File: src/rtl/sfd_pkg.sv
// Shared constants and types for the SBUS frame decoder.
`timescale 1ns / 1ps
package sfd_pkg;
  localparam int unsigned FRAME_LEN   = 25;
  localparam int unsigned PAYLOAD_LEN = 22;
  localparam int unsigned NUM_CH      = 16;
  localparam int unsigned CH_W        = 11;
  localparam int unsigned IDX_W       = 4;
  localparam int unsigned POS_W       = 5;
  localparam int unsigned PAYLOAD_W   = PAYLOAD_LEN * 8;
  localparam int unsigned OUT_W       = 16;

  localparam logic [7:0] HEADER_BYTE = 8'h0F;

  localparam logic [POS_W-1:0] POS_IDLE    = POS_W'(0);
  localparam logic [POS_W-1:0] POS_LAST_PL = POS_W'(PAYLOAD_LEN);
  localparam logic [POS_W-1:0] POS_END     = POS_W'(FRAME_LEN - 1);
  localparam logic [IDX_W-1:0] LAST_CH     = IDX_W'(NUM_CH - 1);

  typedef logic [PAYLOAD_W-1:0] payload_t;
endpackage

File: src/rtl/sfd_front.sv
// Front end: header hunt, frame position tracking and payload assembly.
`timescale 1ns / 1ps
module sfd_front (
  input  logic             clk,
  input  logic             rst,
  input  logic             byte_valid,
  output logic             byte_ready,
  input  logic [7:0]       rx_byte,
  output logic             frame_valid,
  input  logic             frame_ready,
  output sfd_pkg::payload_t frame_data
);
  import sfd_pkg::*;

  logic [POS_W-1:0] pos;
  payload_t         payload;
  logic             accept;

  // only the final byte of a frame needs room in the queue
  assign byte_ready  = !(pos == POS_END && !frame_ready);
  assign accept      = byte_valid && byte_ready;
  assign frame_valid = byte_valid && pos == POS_END;
  assign frame_data  = payload;

  always_ff @(posedge clk) begin
    if (rst) begin
      pos <= POS_IDLE;
    end else if (accept) begin
      if (pos == POS_IDLE) begin
        if (rx_byte == HEADER_BYTE) pos <= POS_W'(1);
      end else if (pos == POS_END) begin
        pos <= POS_IDLE;
      end else begin
        pos <= pos + POS_W'(1);
      end
    end
  end

  // first payload byte ends up in the lowest bits after 22 shifts
  always_ff @(posedge clk) begin
    if (accept && pos != POS_IDLE && pos <= POS_LAST_PL) begin
      payload <= {rx_byte, payload[PAYLOAD_W-1:8]};
    end
  end
endmodule

File: src/rtl/sfd_queue.sv
// Two-entry frame queue between front and back end.
`timescale 1ns / 1ps
module sfd_queue (
  input  logic              clk,
  input  logic              rst,
  input  logic              in_valid,
  output logic              in_ready,
  input  sfd_pkg::payload_t in_data,
  output logic              out_valid,
  input  logic              out_ready,
  output sfd_pkg::payload_t out_data
);
  import sfd_pkg::*;

  payload_t   mem [2];
  logic       wr_ptr;
  logic       rd_ptr;
  logic [1:0] count;
  logic       push;
  logic       pop;

  assign in_ready  = count != 2'd2;
  assign out_valid = count != 2'd0;
  assign push      = in_valid && in_ready;
  assign pop       = out_valid && out_ready;
  assign out_data  = mem[rd_ptr];

  always_ff @(posedge clk) begin
    if (rst) begin
      wr_ptr <= 1'b0;
      rd_ptr <= 1'b0;
      count  <= 2'd0;
    end else begin
      if (push) wr_ptr <= !wr_ptr;
      if (pop) rd_ptr <= !rd_ptr;
      if (push && !pop) count <= count + 2'd1;
      else if (pop && !push) count <= count - 2'd1;
    end
  end

  always_ff @(posedge clk) begin
    if (push) mem[wr_ptr] <= in_data;
  end
endmodule

File: src/rtl/sfd_back.sv
// Back end: unpacks one queued frame into sixteen 11-bit channel transfers.
`timescale 1ns / 1ps
module sfd_back (
  input  logic                          clk,
  input  logic                          rst,
  input  logic                          frame_valid,
  output logic                          frame_ready,
  input  sfd_pkg::payload_t             frame_data,
  output logic                          ch_valid,
  input  logic                          ch_ready,
  output logic [sfd_pkg::IDX_W-1:0]     ch_index,
  output logic [sfd_pkg::CH_W-1:0]      ch_value,
  output logic                          ch_last
);
  import sfd_pkg::*;

  logic             busy;
  logic [IDX_W-1:0] cnt;
  payload_t         data;
  logic             done;

  assign done        = busy && ch_ready && cnt == LAST_CH;
  assign frame_ready = !busy || done;
  assign ch_valid    = busy;
  assign ch_index    = cnt;
  assign ch_value    = data[CH_W-1:0];
  assign ch_last     = cnt == LAST_CH;

  always_ff @(posedge clk) begin
    if (rst) begin
      busy <= 1'b0;
      cnt  <= '0;
    end else if (frame_valid && frame_ready) begin
      busy <= 1'b1;
      cnt  <= '0;
      data <= frame_data;
    end else if (busy && ch_ready) begin
      if (cnt == LAST_CH) begin
        busy <= 1'b0;
      end else begin
        cnt  <= cnt + IDX_W'(1);
        data <= data >> CH_W;
      end
    end
  end
endmodule

File: src/rtl/sbus_frame_decoder.sv
// Top level of the SBUS frame decoder.
// Takes one byte per cycle; s_tready drops only on the last byte of a frame while the
// two-entry frame queue is full.
// A frame's first channel can transfer once the frame has passed the queue and the
// back-end load; 16 channel transfers follow, one per cycle while m_tready is high.
// Synchronous active-high reset returns to header hunt with an empty queue.
`timescale 1ns / 1ps
module sbus_frame_decoder (
  input  logic                      clk,
  input  logic                      rst,
  input  logic                      s_tvalid,
  output logic                      s_tready,
  input  logic [7:0]                s_tdata,  // [7:0] rx_byte
  output logic                      m_tvalid,
  input  logic                      m_tready,
  output logic [sfd_pkg::OUT_W-1:0] m_tdata,  // [3:0] channel_index, [14:4] channel_value,
                                              // [15] zero
  output logic                      m_tlast   // last_channel
);
  import sfd_pkg::*;

  logic             fq_valid;
  logic             fq_ready;
  payload_t         fq_data;
  logic             qb_valid;
  logic             qb_ready;
  payload_t         qb_data;
  logic [IDX_W-1:0] ch_index;
  logic [CH_W-1:0]  ch_value;

  sfd_front u_front (
    .clk         (clk),
    .rst         (rst),
    .byte_valid  (s_tvalid),
    .byte_ready  (s_tready),
    .rx_byte     (s_tdata),
    .frame_valid (fq_valid),
    .frame_ready (fq_ready),
    .frame_data  (fq_data)
  );

  sfd_queue u_queue (
    .clk       (clk),
    .rst       (rst),
    .in_valid  (fq_valid),
    .in_ready  (fq_ready),
    .in_data   (fq_data),
    .out_valid (qb_valid),
    .out_ready (qb_ready),
    .out_data  (qb_data)
  );

  sfd_back u_back (
    .clk         (clk),
    .rst         (rst),
    .frame_valid (qb_valid),
    .frame_ready (qb_ready),
    .frame_data  (qb_data),
    .ch_valid    (m_tvalid),
    .ch_ready    (m_tready),
    .ch_index    (ch_index),
    .ch_value    (ch_value),
    .ch_last     (m_tlast)
  );

  assign m_tdata = {1'b0, ch_value, ch_index};
endmodule

File: config.mk
export PLATFORM = sky130hd
export DESIGN_NAME = sbus_frame_decoder
export DESIGN_NICKNAME = d
export VERILOG_FILES = /design/src/rtl/sfd_pkg.sv /design/src/rtl/sfd_front.sv /design/src/rtl/sfd_queue.sv /design/src/rtl/sfd_back.sv /design/src/rtl/sbus_frame_decoder.sv
export SDC_FILE = /design/constraint.sdc
export NUM_CORES = 1
export LEC_CHECK = 0
export BUFFER_PORTS_ARGS = -buffer_cell sky130_fd_sc_hd__buf_4
export CORE_ASPECT_RATIO = 0.75
export CORE_MARGIN = 2
export CORE_UTILIZATION = 67
export CTS_CLUSTER_DIAMETER = 60
export DETAILED_ROUTE_END_ITERATION = 10
export PLACE_DENSITY_LB_ADDON = 0.05
export SYNTH_ARGS = -nofsm -noshare
export SYNTH_HDL_FRONTEND = slang
export SYNTH_SLANG_ARGS = --single-unit
export TNS_END_PERCENT = 100
File: constraint.sdc
create_clock -name clk -period 16.6 [get_ports clk]
set_input_delay 2.49 -clock clk [delete_from_list [all_inputs] [get_ports clk]]
set_output_delay 2.49 -clock clk [all_outputs]
set_load 0.03 [all_outputs]
* Word level (Yosys, flattened, before mapping)
Memory sizes are Yosys's and may differ from the RTL's. A register that Yosys moved wholly into a read port is not among the register bits.
Index checks and enable logic that the tools add are counted.
** Cells by class
- Add/sub/neg operators :: 4
- Magnitude comparators :: 1
- Equality and inequality tests :: 6
- Mux-type cells :: 15
- Bitwise logic cells :: 2
- Reduce and logical (&&, ||, !) cells :: 30
** Operator list (count)
- $mux 176 :: 3
- $mux 5 :: 3
- $logic_and 1x1->1 :: 11
- $eq 8x4->1 const B :: 1
- $reduce_bool 2->1 :: 4
- $logic_not 1->1 :: 7
- $mux 1 :: 7
- $reduce_and 2->1 :: 3
- $add 5x1->5 const B :: 1
- $eq 5x5->1 const B :: 1
- $le 5x5->1 const B :: 1
- $logic_not 5->1 :: 1
- $reduce_bool 5->1 :: 1
- $add 4x1->4 const B :: 1
- $eq 4x4->1 const B :: 1
- $mux 2 :: 2
- $ne 2x2->1 const B :: 2
- $reduce_and 3->1 :: 1
- $add 2x1->2 const B :: 1
- $ne 2x1->1 const B :: 1
- $not 1->1 :: 2
- $reduce_or 2->1 :: 1
- $sub 2x1->2 const B :: 1
- $logic_or 1x1->1 :: 1
** Word-level totals
- Register bits :: 366
- Memory bits (writable) :: 352
- Input bits :: 12
- Output and inout bits :: 19
- Memories :: 1
** Memory list
- u_queue.mem :: depth 2, bits a word 176, rd ports 1, clocked after memory_dff 1, write ports 1, RTL line sfd_queue.sv:15 : payload_t mem [2];

* Longest topological paths before layout
Gate-level depths: netlist (run 1).
- Word-level depth :: 7
- Mapped depth :: 10

* Modules after synthesis
Synthesis (run 1) repeated with hierarchy kept, for this count alone.
** Unflattened totals
- Cell total of the unflattened synthesis :: 1217
- Area, all modules :: 26988.4 sq um
** By module, submodules not included
- sfd_queue :: times used 1, cells an instance 572, area each 13506.7 sq um, seq. area each 10670.2 sq um
- sfd_back :: times used 1, cells an instance 415, area each 7761.2 sq um, seq. area each 5385.2 sq um
- sfd_front :: times used 1, cells an instance 228, area each 5709.2 sq um, seq. area each 5385.2 sq um
- sbus_frame_decoder :: times used 1, cells an instance 2, area each 11.3 sq um, seq. area each 0.0 sq um

* Worst setup path before layout (run 1)
No wires, ideal clock.
- Path type :: input to register
- Start :: input s_tvalid
- End :: register u_front.payload[0], in the netlist u_front.frame_data[0], enable pin
- Library setup time :: 0.771 ns
- Arrival :: 11.066 ns
- Required time :: 15.829 ns
- Setup slack :: 4.763 ns
- Cell stages on the path :: 2
- Path buffers :: 0
- Path through :: nand3b_1 > a21oi_1
** On the way
- Word-level cells in the longest chain between the ends :: 3
** RTL lines
- start: declaration :: RTL line sbus_frame_decoder.sv:11 : input logic s_tvalid,
- $logic_and 1x1->1 :: RTL line sfd_front.sv:21 : assign accept = byte_valid && byte_ready;
- $logic_and 1x1->1 (2 in series) :: RTL line sfd_front.sv:41 : if (accept && pos != POS_IDLE && pos <= POS_LAST_PL) begin
- end signal: assignment :: RTL line sfd_front.sv:42 : payload <= {rx_byte, payload[PAYLOAD_W-1:8]};
- end: declaration :: RTL line sfd_front.sv:16 : payload_t payload;
Every way passes these cells.
A chain may end at the register's enable or synchronous reset.

* Final worst setup path (run 1)
- Start :: input rst
- End :: register u_back.data[134], enable pin
** On the way
- Word-level cells in the longest chain between the ends :: 2
** RTL lines
- start: declaration :: RTL line sbus_frame_decoder.sv:10 : input logic rst,
- $not 1->1 (no line)
- $reduce_and 3->1 (no line)
- end signal: assignment :: RTL line sfd_back.sv:36 : data <= frame_data;
- end signal: assignment :: RTL line sfd_back.sv:42 : data <= data >> CH_W;
- end: declaration :: RTL line sfd_back.sv:19 : payload_t data;
Every way passes these cells.

==> run summary, run 1 <==
outcome -> completed
CP endpoint kind -> register
Placer Congestion -> 0.708
fin. max-slew vios -> 0
largest net degree at the start of global routing -> 250
CTS Buf Count -> 66
Synth top cells by count -> edfxtp_1 (704), nor2_1 (184), mux2i_1 (179), a21oi_1 (171), buf_2 (38)
crit path kind -> in2reg
Via Count -> 11400
Async SR Flop Fraction -> 0
std cell rows -> 62
Antenna Cells -> 0
Worst-Skew Late Latency -> 570 ps
leakage power -> 0.00893 µW
startpoint types -> primary input
Mapped Avg Cell Area -> 18.4 µm²
cts repair resizes -> 0
Longest Clk Path Bufs -> 3
Routed wire per std cell -> 20.3 µm
Max IR drop VDD -> 187 µV
cell count after synthesis -> 1392
Die Wd -> 230 µm
worst hold endpoint -> u_queue.mem[1][6]
sequential share of the synthesized area -> 0.835
upper clock frequency limit -> 197 MHz
Port Buf Inserts -> 29
fin worst setup slack -> 11530 ps
first-pass GRT wire length -> 64100 µm
DRC -> 0
Tmin final -> 5070 ps
EDFF count, synth -> 704
nets -> 1447
multiplexer share of the synthesized area -> 0.0698
pwr dens -> 157 nW/µm²
1st-iter DRT viols -> 878
reg-to-reg startpoint -> u_back.ch_index[0]
H-tree levels -> 3
Area growth syn-to-layout -> 10.0%
DP Worst Slack -> 10830 ps
clk_skew -> 9.90 ps
count leader, synth -> edfxtp_1
min-delay src -> u_front.frame_data[6]
Warnings, synthesis -> 0
largest family of logic cells by synthesized area -> multiplexers
die area -> 39900 µm²
R2R setup slack -> 12770 ps
flops & latches, synth -> 719
DRT Pass-1 Iters -> 5
Slew HR -> 0.270
Fin. Hold Viols -> 0
crit path DAT -> 5260 ps
xor/xnor share of the synthesized area -> 0.00205
antenna violations before repair -> 0
Starting Density -> 0.675
Power, Total -> 4430 µW
Post-Synth Adder-Cell Area -> 0.00244
final WL -> 40300 µm
Setup TNS Final -> 0 ps
RSZ-0062 raised after global routing -> no
count of cell types in the netlist -> 35
max_cap viols -> 0
filler instances -> 2240
cell area after synthesis -> 25700 µm²
final core area utilization -> 0.743
Worst Hold Class -> reg2reg
Vert. Die Dim -> 173 µm
share of the synthesized area in the top cell type -> 0.824
worst-path fanout max -> 66
post-synth top area cell -> edfxtp_1
Critical Path RT -> 16790 ps
layout cells sized above 1 -> 0.0895
dpl hpwl -> 20700 µm
GR Overflow Total -> 0
Synth Area in Simple Gates -> 0.0363
Post-DRT Antenna Nets -> 0
Compound-Gate Fraction of Synth Area -> 0.0357
Slew @ Worst Pin -> 1090 ps
vias in the first global route -> 11600
CTS Sinks -> 719
RR Endpoint -> u_back.data[134]
FF-to-FF path depth -> 6
Vias/cell -> 5.73
final worst path period share -> 0.305
Boundary Pins -> 31
Post-Syn Nets -> 1409
root buf cell -> clkbuf_16
hold depth -> 0
leading post-synthesis cells by cell area -> edfxtp_1 (82%), mux2i_1 (7.0%), a21oi_1 (3.3%)
Reg clk slew, reported paths -> 60 ps
core area -> 38000 µm²
postcts setup bufs -> 0
Primary FF master, synth -> edfxtp_1
CTS tree -> built
GRT Total Usage -> 0.208
# setup viols final -> 0
hold bufs inserted after CTS -> 0
## metrics by stage
stage | hold WS, ps | std cells | area, µm²
6_report | 443 | 1987 | 28200
5_1_grt | 462 | 1987 | 28200
4_1_cts | 445 | 1987 | 28200
3_5_place_dp | 432 | 1874 | 26300
3_3_place_gp | 423 | 1874 | 26300
2_1_floorplan | 421 | 1392 | 25700
## worst max-delay path by stage
stage | startpoint | end | slack [ps] | cells after the start
finish | rst | u_back.data[134] | 11530 | 5
floorplan | s_tvalid | u_front.frame_data[0] | 4760 | 2
detailed placement | rst | u_back.data[42] | 10830 | 5
global route | rst | u_back.data[145] | 11300 | 5
global placement | rst | u_back.data[144] | 10900 | 5
CTS | rst | u_back.data[134] | 11430 | 5
## layer usage
metal | track usage | share of wire | routed length (µm) | up-vias
met1 | 0.300 | 0.46 | 18300 | 5761
met3 | 0.0378 | 0.037 | 1510 | 43
met2 | 0.337 | 0.49 | 19900 | 215
met5 | 0 | 0 | 0 | -
li1 | - | - | - | 5363
met4 | 0.0567 | 0.014 | 584 | 0
## kinds of logic after synthesis
family	Yosys count
flip-flops	719
AND/OR/NAND/NOR	224
XOR/XNOR	6
multiplexers	179
AO/OA/AOI/OAI	180
other	1
adder cells (fa/ha/maj)	5
buffers and inverters	78
## layout by cell type, fill, tap and decap left out, drive strengths merged, types with 2 or more instances in the layout
cell type and count:
mux2i 179, nand3 8, nor3 5, xor2 2, inv 7, a21oi 171, bufinv 3, nand2 9
and3 2, nand3b 3, clkinv 20, nor2 184, o21ai 5, dfxtp 15, buf 43, clkbuf 88
nor4b 2, ha 5, edfxtp 704, xnor2 4, nor4 2
## state kept, by name (all words and copies together) (netlist names), named ones only
register / flops
u_back.ch_valid: 1
u_front.frame_data: 176
u_queue.count: 2
u_back.data: 176
u_queue.wr_ptr: 1
u_queue.mem: 352
u_back.ch_index: 4
u_queue.rd_ptr: 1
u_front.pos: 5
## worst max-delay path: stages
cell     delay [ps]
buf_4           160
inv_1           210
o211a_4         710
buf_4           810
buf_4           830
## report_power, final
group / leakage, µW / switching (µW) / internal (µW) / total (µW)
logic: 0.00147 / 475 / 222 / 697
registers: 0.00649 / 70.5 / 2260 / 2330
clock network: 0.000970 / 597 / 806 / 1400
total: 0.00893 / 1140 / 3290 / 4430
## area by class of cell
| cell class | instances | area, µm² | area share |
|---|---|---|---|
| Timing Repair Buffer | 43 | 348 | 0.0123 |
| Sequential cell | 719 | 21400 | 0.759 |
| Inverter | 5 | 18.8 | 0.000665 |
| Clock inverter | 25 | 190 | 0.00673 |
| Multi-Input combinational cell | 595 | 3800 | 0.135 |
| Tap cell | 512 | 641 | 0.0227 |
| Clock buffer | 88 | 1800 | 0.0637 |
(Power assumes the default switching activity.)
==> run 2, diff against run 1 <==
ABC_AREA = 1   (was unset)
CORE_UTILIZATION = 62   (was 67)
clock period = 4.67 ns   (was 16.6 ns; I/O delays follow)
==> run 2 against run 1 <==
Against the previous run: synthesized cell count is 2.9% higher; die area is 8.2% higher; total power grew to 3.8 times the previous value; final area is 1.2% higher; hold slack worse by 130 ps; critical path depth is 4 higher; sequential share of layout area is 0.90 points lower; critical path type is now reg2reg; largest cell class unchanged; largest power group unchanged.
==> run summary, run 2 <==
antenna violations before repair -> 0
flops & latches, synth -> 719
layout cells sized above 1 -> 0.108
EDFF count, synth -> 704
root buf cell -> clkbuf_16
dpl cell area -> 26500 µm²
Slew @ Worst Pin -> 1130 ps
Placer Congestion -> 0.735
Setup TNS Final -> 0 ps
leading post-synthesis cells by cell area -> edfxtp_1 (82%), mux2i_1 (6.4%), nand2_1 (3.1%)
GRT Total Usage -> 0.191
Port Buf Inserts -> 29
Reg clk slew, reported paths -> 60 ps
Critical Path RT -> 4880 ps
RSZ-0062 raised after global routing -> no
Warnings, synthesis -> 0
Die Wd -> 239 µm
most frequent cells in the layout -> edfxtp_1 (704), nand2_1 (211), mux2i_1 (165), o21ai_1 (150), clkbuf_16 (73)
Layout Cells excl Fill -> 2052
fin. max-slew vios -> 0
Area growth syn-to-layout -> 11.0%
outcome -> completed
crit path DAT -> 3100 ps
pwr dens -> 593 nW/µm²
DP Worst Slack -> 1700 ps
hold bufs inserted after CTS -> 0
cell count after synthesis -> 1433
Worst Hold Class -> in2reg
Routed wire per std cell -> 19.4 µm
cell area after synthesis -> 25700 µm²
Vias/cell -> 5.58
leakage power -> 0.00935 µW
1st-iter DRT viols -> 889
final WL -> 39800 µm
CTS Buf Count -> 67
# setup viols final -> 0
hold depth -> 1
dpl hpwl -> 20200 µm
sequential share of the synthesized area -> 0.833
Most flops, register -> u_queue.mem
cts repair resizes -> 0
Antenna Cells -> 0
Max IR drop VDD -> 468 µV
Vert. Die Dim -> 180 µm
H-tree levels -> 3
CTS tree -> built
FF-to-FF path depth -> 9
design area -> 28600 µm²
count of cell types in the netlist -> 26
max reg flops -> 352
DRT Pass-1 Iters -> 5
final core area utilization -> 0.700
first-pass GRT wire length -> 63700 µm
Mapped Avg Cell Area -> 18.0 µm²
final worst path period share -> 0.617
dpl cells -> 1935
Async SR Flop Fraction -> 0
commonest non-fill, non-tap cell in the layout -> edfxtp_1
nets -> 1493
CTS Sinks -> 719
std cell rows -> 64
Slew HR -> 0.248
CP endpoint kind -> register
max_cap viols -> 0
upper clock frequency limit -> 347 MHz
vias in the first global route -> 11900
count leader, synth -> edfxtp_1
Via Count -> 11500
startpoint types -> register
share of the synthesized area in the top cell type -> 0.821
Worst-Skew Late Latency -> 570 ps
postcts setup bufs -> 0
Boundary Pins -> 31
largest net degree at the start of global routing -> 177
worst-path fanout max -> 70
Primary FF master, synth -> edfxtp_1
clk_skew -> 15.2 ps
Longest Clk Path Bufs -> 3
GR Overflow Total -> 0
fin worst setup slack -> 1790 ps
die area -> 43200 µm²
Starting Density -> 0.630
Post-DRT Antenna Nets -> 0
post-synth top area cell -> edfxtp_1
core area -> 40800 µm²
crit path kind -> reg2reg
DRC -> 0
Fin. Hold Viols -> 0
Post-Syn Nets -> 1450
Synth top cells by count -> edfxtp_1 (704), nand2_1 (212), mux2i_1 (165), o21ai_1 (150)
Tmin final -> 2880 ps
## run 2: cell types whose count changed in the layout (fill, tap and decap cells not counted), sizes merged, moves of 3 or more
| cell | change |
|---|---|
| clkinv | +6 |
| o21ai | +168 |
| a21oi | -146 |
| nand2 | +203 |
| mux2i | -14 |
| buf | +3 |
| inv | +13 |
| nor2 | -162 |
## run 2: cells by family after synthesis
family | Yosys count | synth area share
buf+inv | 91 | 0.0217
other cells | 1 | 0.000146
flops | 719 | 0.833
fa+ha+maj | 5 | 0.00243
simple gates | 251 | 0.0379
compound gates | 199 | 0.0402
xor+xnor | 2 | 0.000680
mux | 165 | 0.0641
## run 2: metrics by stage
stage	hold slack (ps)	power (µW)
final	314	17000
after global routing	295	17800
after CTS	290	17200
after detailed placement	432	12000
after global placement	424	12000
after floorplan	421	11300
## run 2: area by class of cell
class,count,area [µm²]
clock buffer,86,1880
clock inverter,31,194
fill,2583,12300
inverter,19,71.3
multi-input combinational,623,3860
sequential,719,21500
tap,528,661
timing repair buffer,46,470
## run 2: final timing paths
kind / start / endpoint / slack [ps]
max: u_front.pos[0] / u_queue.mem[0][44] / 1790
min reg2reg: u_front.frame_data[6] / u_queue.mem[0][6] / 440
min: s_tdata[2] / u_front.frame_data[170] / 310
max reg2reg: u_front.pos[0] / u_queue.mem[0][44] / 1790
## run 2: power by group
| part | leakage, µW | internal, µW | switching, µW |
|---|---|---|---|
| clock | 0.00101 | 2940 | 2180 |
| sequential | 0.00655 | 8450 | 452 |
| combinational | 0.00180 | 1040 | 1890 |
## run 2: worst max-delay path, stage by stage (launching register included)
cell and delay [ps]:
dfxtp_2 330, inv_2 100, ha_4 140, inv_2 40, nor2_4 130, nand2_1 110
nor3_1 340, inv_1 190, nor2_4 610, buf_12 400
## run 2: layer usage
layer  share of wire  GRT usage  vias to the layer above  routed length (µm)
li1                -          -                     5497                   -
met1            0.46      0.262                     5728               18200
met2            0.49      0.318                      154               19600
met3           0.029     0.0342                       80                1170
met4           0.022     0.0543                        0                 874
met5               0          0                        -                   0
==> run 3, diff against run 2 <==
clock period = 3 ns   (was 4.67 ns; I/O delays follow)
==> run 3 against run 2 <==
Against the previous run: total power rose by 57%; sequential cell count unchanged; final cell count up 0.44%; critical path depth unchanged.
==> run summary, run 3 (synthesis results as in run 2) <==
reg-to-reg startpoint -> u_front.pos[0]
fin. max-slew vios -> 0
Port Buf Inserts -> 29
most frequent cells in the layout -> edfxtp_1 (704), nand2_1 (210), mux2i_1 (165), o21ai_1 (150), clkbuf_16 (69)
Vias/cell -> 5.58
root buf cell -> clkbuf_16
R2R setup slack -> 690 ps
vias in the first global route -> 11900
GRT Total Usage -> 0.194
leakage power -> 0.00944 µW
worst hold endpoint -> u_front.frame_data[168]
antenna violations before repair -> 1
1st-iter DRT viols -> 960
postcts setup bufs -> 0
DRC -> 0
H-tree levels -> 3
Slew @ Worst Pin -> 549 ps
max reg flops -> 352
Routed wire per std cell -> 19.6 µm
Tmin final -> 2310 ps
max_cap viols -> 0
CP endpoint kind -> register
Worst Hold Class -> in2reg
RSZ-0062 raised after global routing -> no
CTS tree -> built
pwr dens -> 927 nW/µm²
design area -> 28800 µm²
Die Wd -> 239 µm
CTS Sinks -> 719
hold depth -> 1
Setup TNS Final -> 0 ps
cts repair resizes -> 0
final WL -> 40500 µm
dpl cells -> 1946
commonest non-fill, non-tap cell in the layout -> edfxtp_1
hold bufs inserted after CTS -> 0
Via Count -> 11500
crit path kind -> reg2reg
Vert. Die Dim -> 180 µm
RR Endpoint -> u_queue.mem[1][65]
die area -> 43200 µm²
min-delay src -> s_tdata[0]
Fin. Hold Viols -> 0
Placer Congestion -> 0.711
clk_skew -> 17.1 ps
filler instances -> 2548
Max IR drop VDD -> 568 µV
DRT Pass-1 Iters -> 6
worst-path fanout max -> 57
startpoint types -> register
# setup viols final -> 0
Antenna Cells -> 0
Worst-Skew Late Latency -> 570 ps
Starting Density -> 0.630
Most flops, register -> u_queue.mem
GR Overflow Total -> 0
Layout Cells excl Fill -> 2061
Post-DRT Antenna Nets -> 0
layout cells sized above 1 -> 0.115
Area growth syn-to-layout -> 11.9%
Slew HR -> 0.633
dpl hpwl -> 21500 µm
largest net degree at the start of global routing -> 77
core area -> 40800 µm²
Power, Total -> 26700 µW
Boundary Pins -> 31
crit path DAT -> 2540 ps
nets -> 1504
FF-to-FF path depth -> 9
first-pass GRT wire length -> 64600 µm
dpl cell area -> 26700 µm²
Reg clk slew, reported paths -> 60 ps
Longest Clk Path Bufs -> 3
final worst path period share -> 0.770
CTS Buf Count -> 67
upper clock frequency limit -> 433 MHz
std cell rows -> 64
Critical Path RT -> 3230 ps
outcome -> completed
run 3: changes by cell type in the layout (fill, tap and decap cells not counted), sizes merged:
cell      change
clkinvlp      -1
bufinv        +4
inv           +2
clkbuf        -1
clkinv        -6
buf          +11
run 3: how the worst max path moves through the flow:
stage | from | endpoint | slack [ps] | cells past startpoint
global placement | u_front.pos[0] | u_queue.mem[1][65] | 730 | 9
detailed placement | u_front.pos[0] | u_queue.mem[1][65] | 700 | 9
CTS | u_front.pos[0] | u_queue.mem[1][60] | 680 | 9
finish | u_front.pos[0] | u_queue.mem[1][65] | 690 | 9
floorplan | u_back.ch_index[1] | u_back.data[0] | -2660 | 4
global route | u_front.pos[0] | u_queue.mem[1][73] | 560 | 9
run 3: routing by layer:
layer	up-vias	part of all wire	wire length, µm	global-route usage
li1	5517	-	-	-
met1	5735	0.46	18600	0.278
met2	184	0.48	19600	0.313
met3	59	0.037	1490	0.0345
met4	0	0.018	731	0.0515
met5	-	0	0	0
run 3: worst max-delay path, stage by stage, from the launching register on:
cell and delay (ps):
dfxtp_2 330, inv_2 100, ha_4 140, inv_2 40
nor2_4 130, nand2_2 110, nor3_4 170, inv_2 90
nor2_4 430, buf_12 390
run 3: per-stage QoR:
| stage | utilization | setup WS (ps) | hold slack (ps) |
|---|---|---|---|
| final | 0.705 | 690 | 61.2 |
| after global routing | 0.705 | 556 | 34.3 |
| after CTS | 0.705 | 675 | 31.6 |
| after detailed placement | 0.654 | 705 | 431 |
| after global placement | 0.654 | 728 | 424 |
| after floorplan | - | -2660 | 421 |
run 3: final cells by class:
class,count,area [µm²],share of cell area
flip-flops and latches,719,21500,0.745
multi-input cells,623,3880,0.135
clock buffers,85,1790,0.0620
well taps,528,661,0.0229
repair buffers,57,653,0.0227
clock inverters,30,294,0.0102
inverters,19,71.3,0.00248
run 3: report_power, final:
part / total, µW / switching (µW) / internal, µW / leakage, µW
clock network: 8110 / 3380 / 4720 / 0.00101
logic: 4860 / 3160 / 1710 / 0.00188
registers: 13700 / 584 / 13100 / 0.00655
total: 26700 / 7120 / 19600 / 0.00944
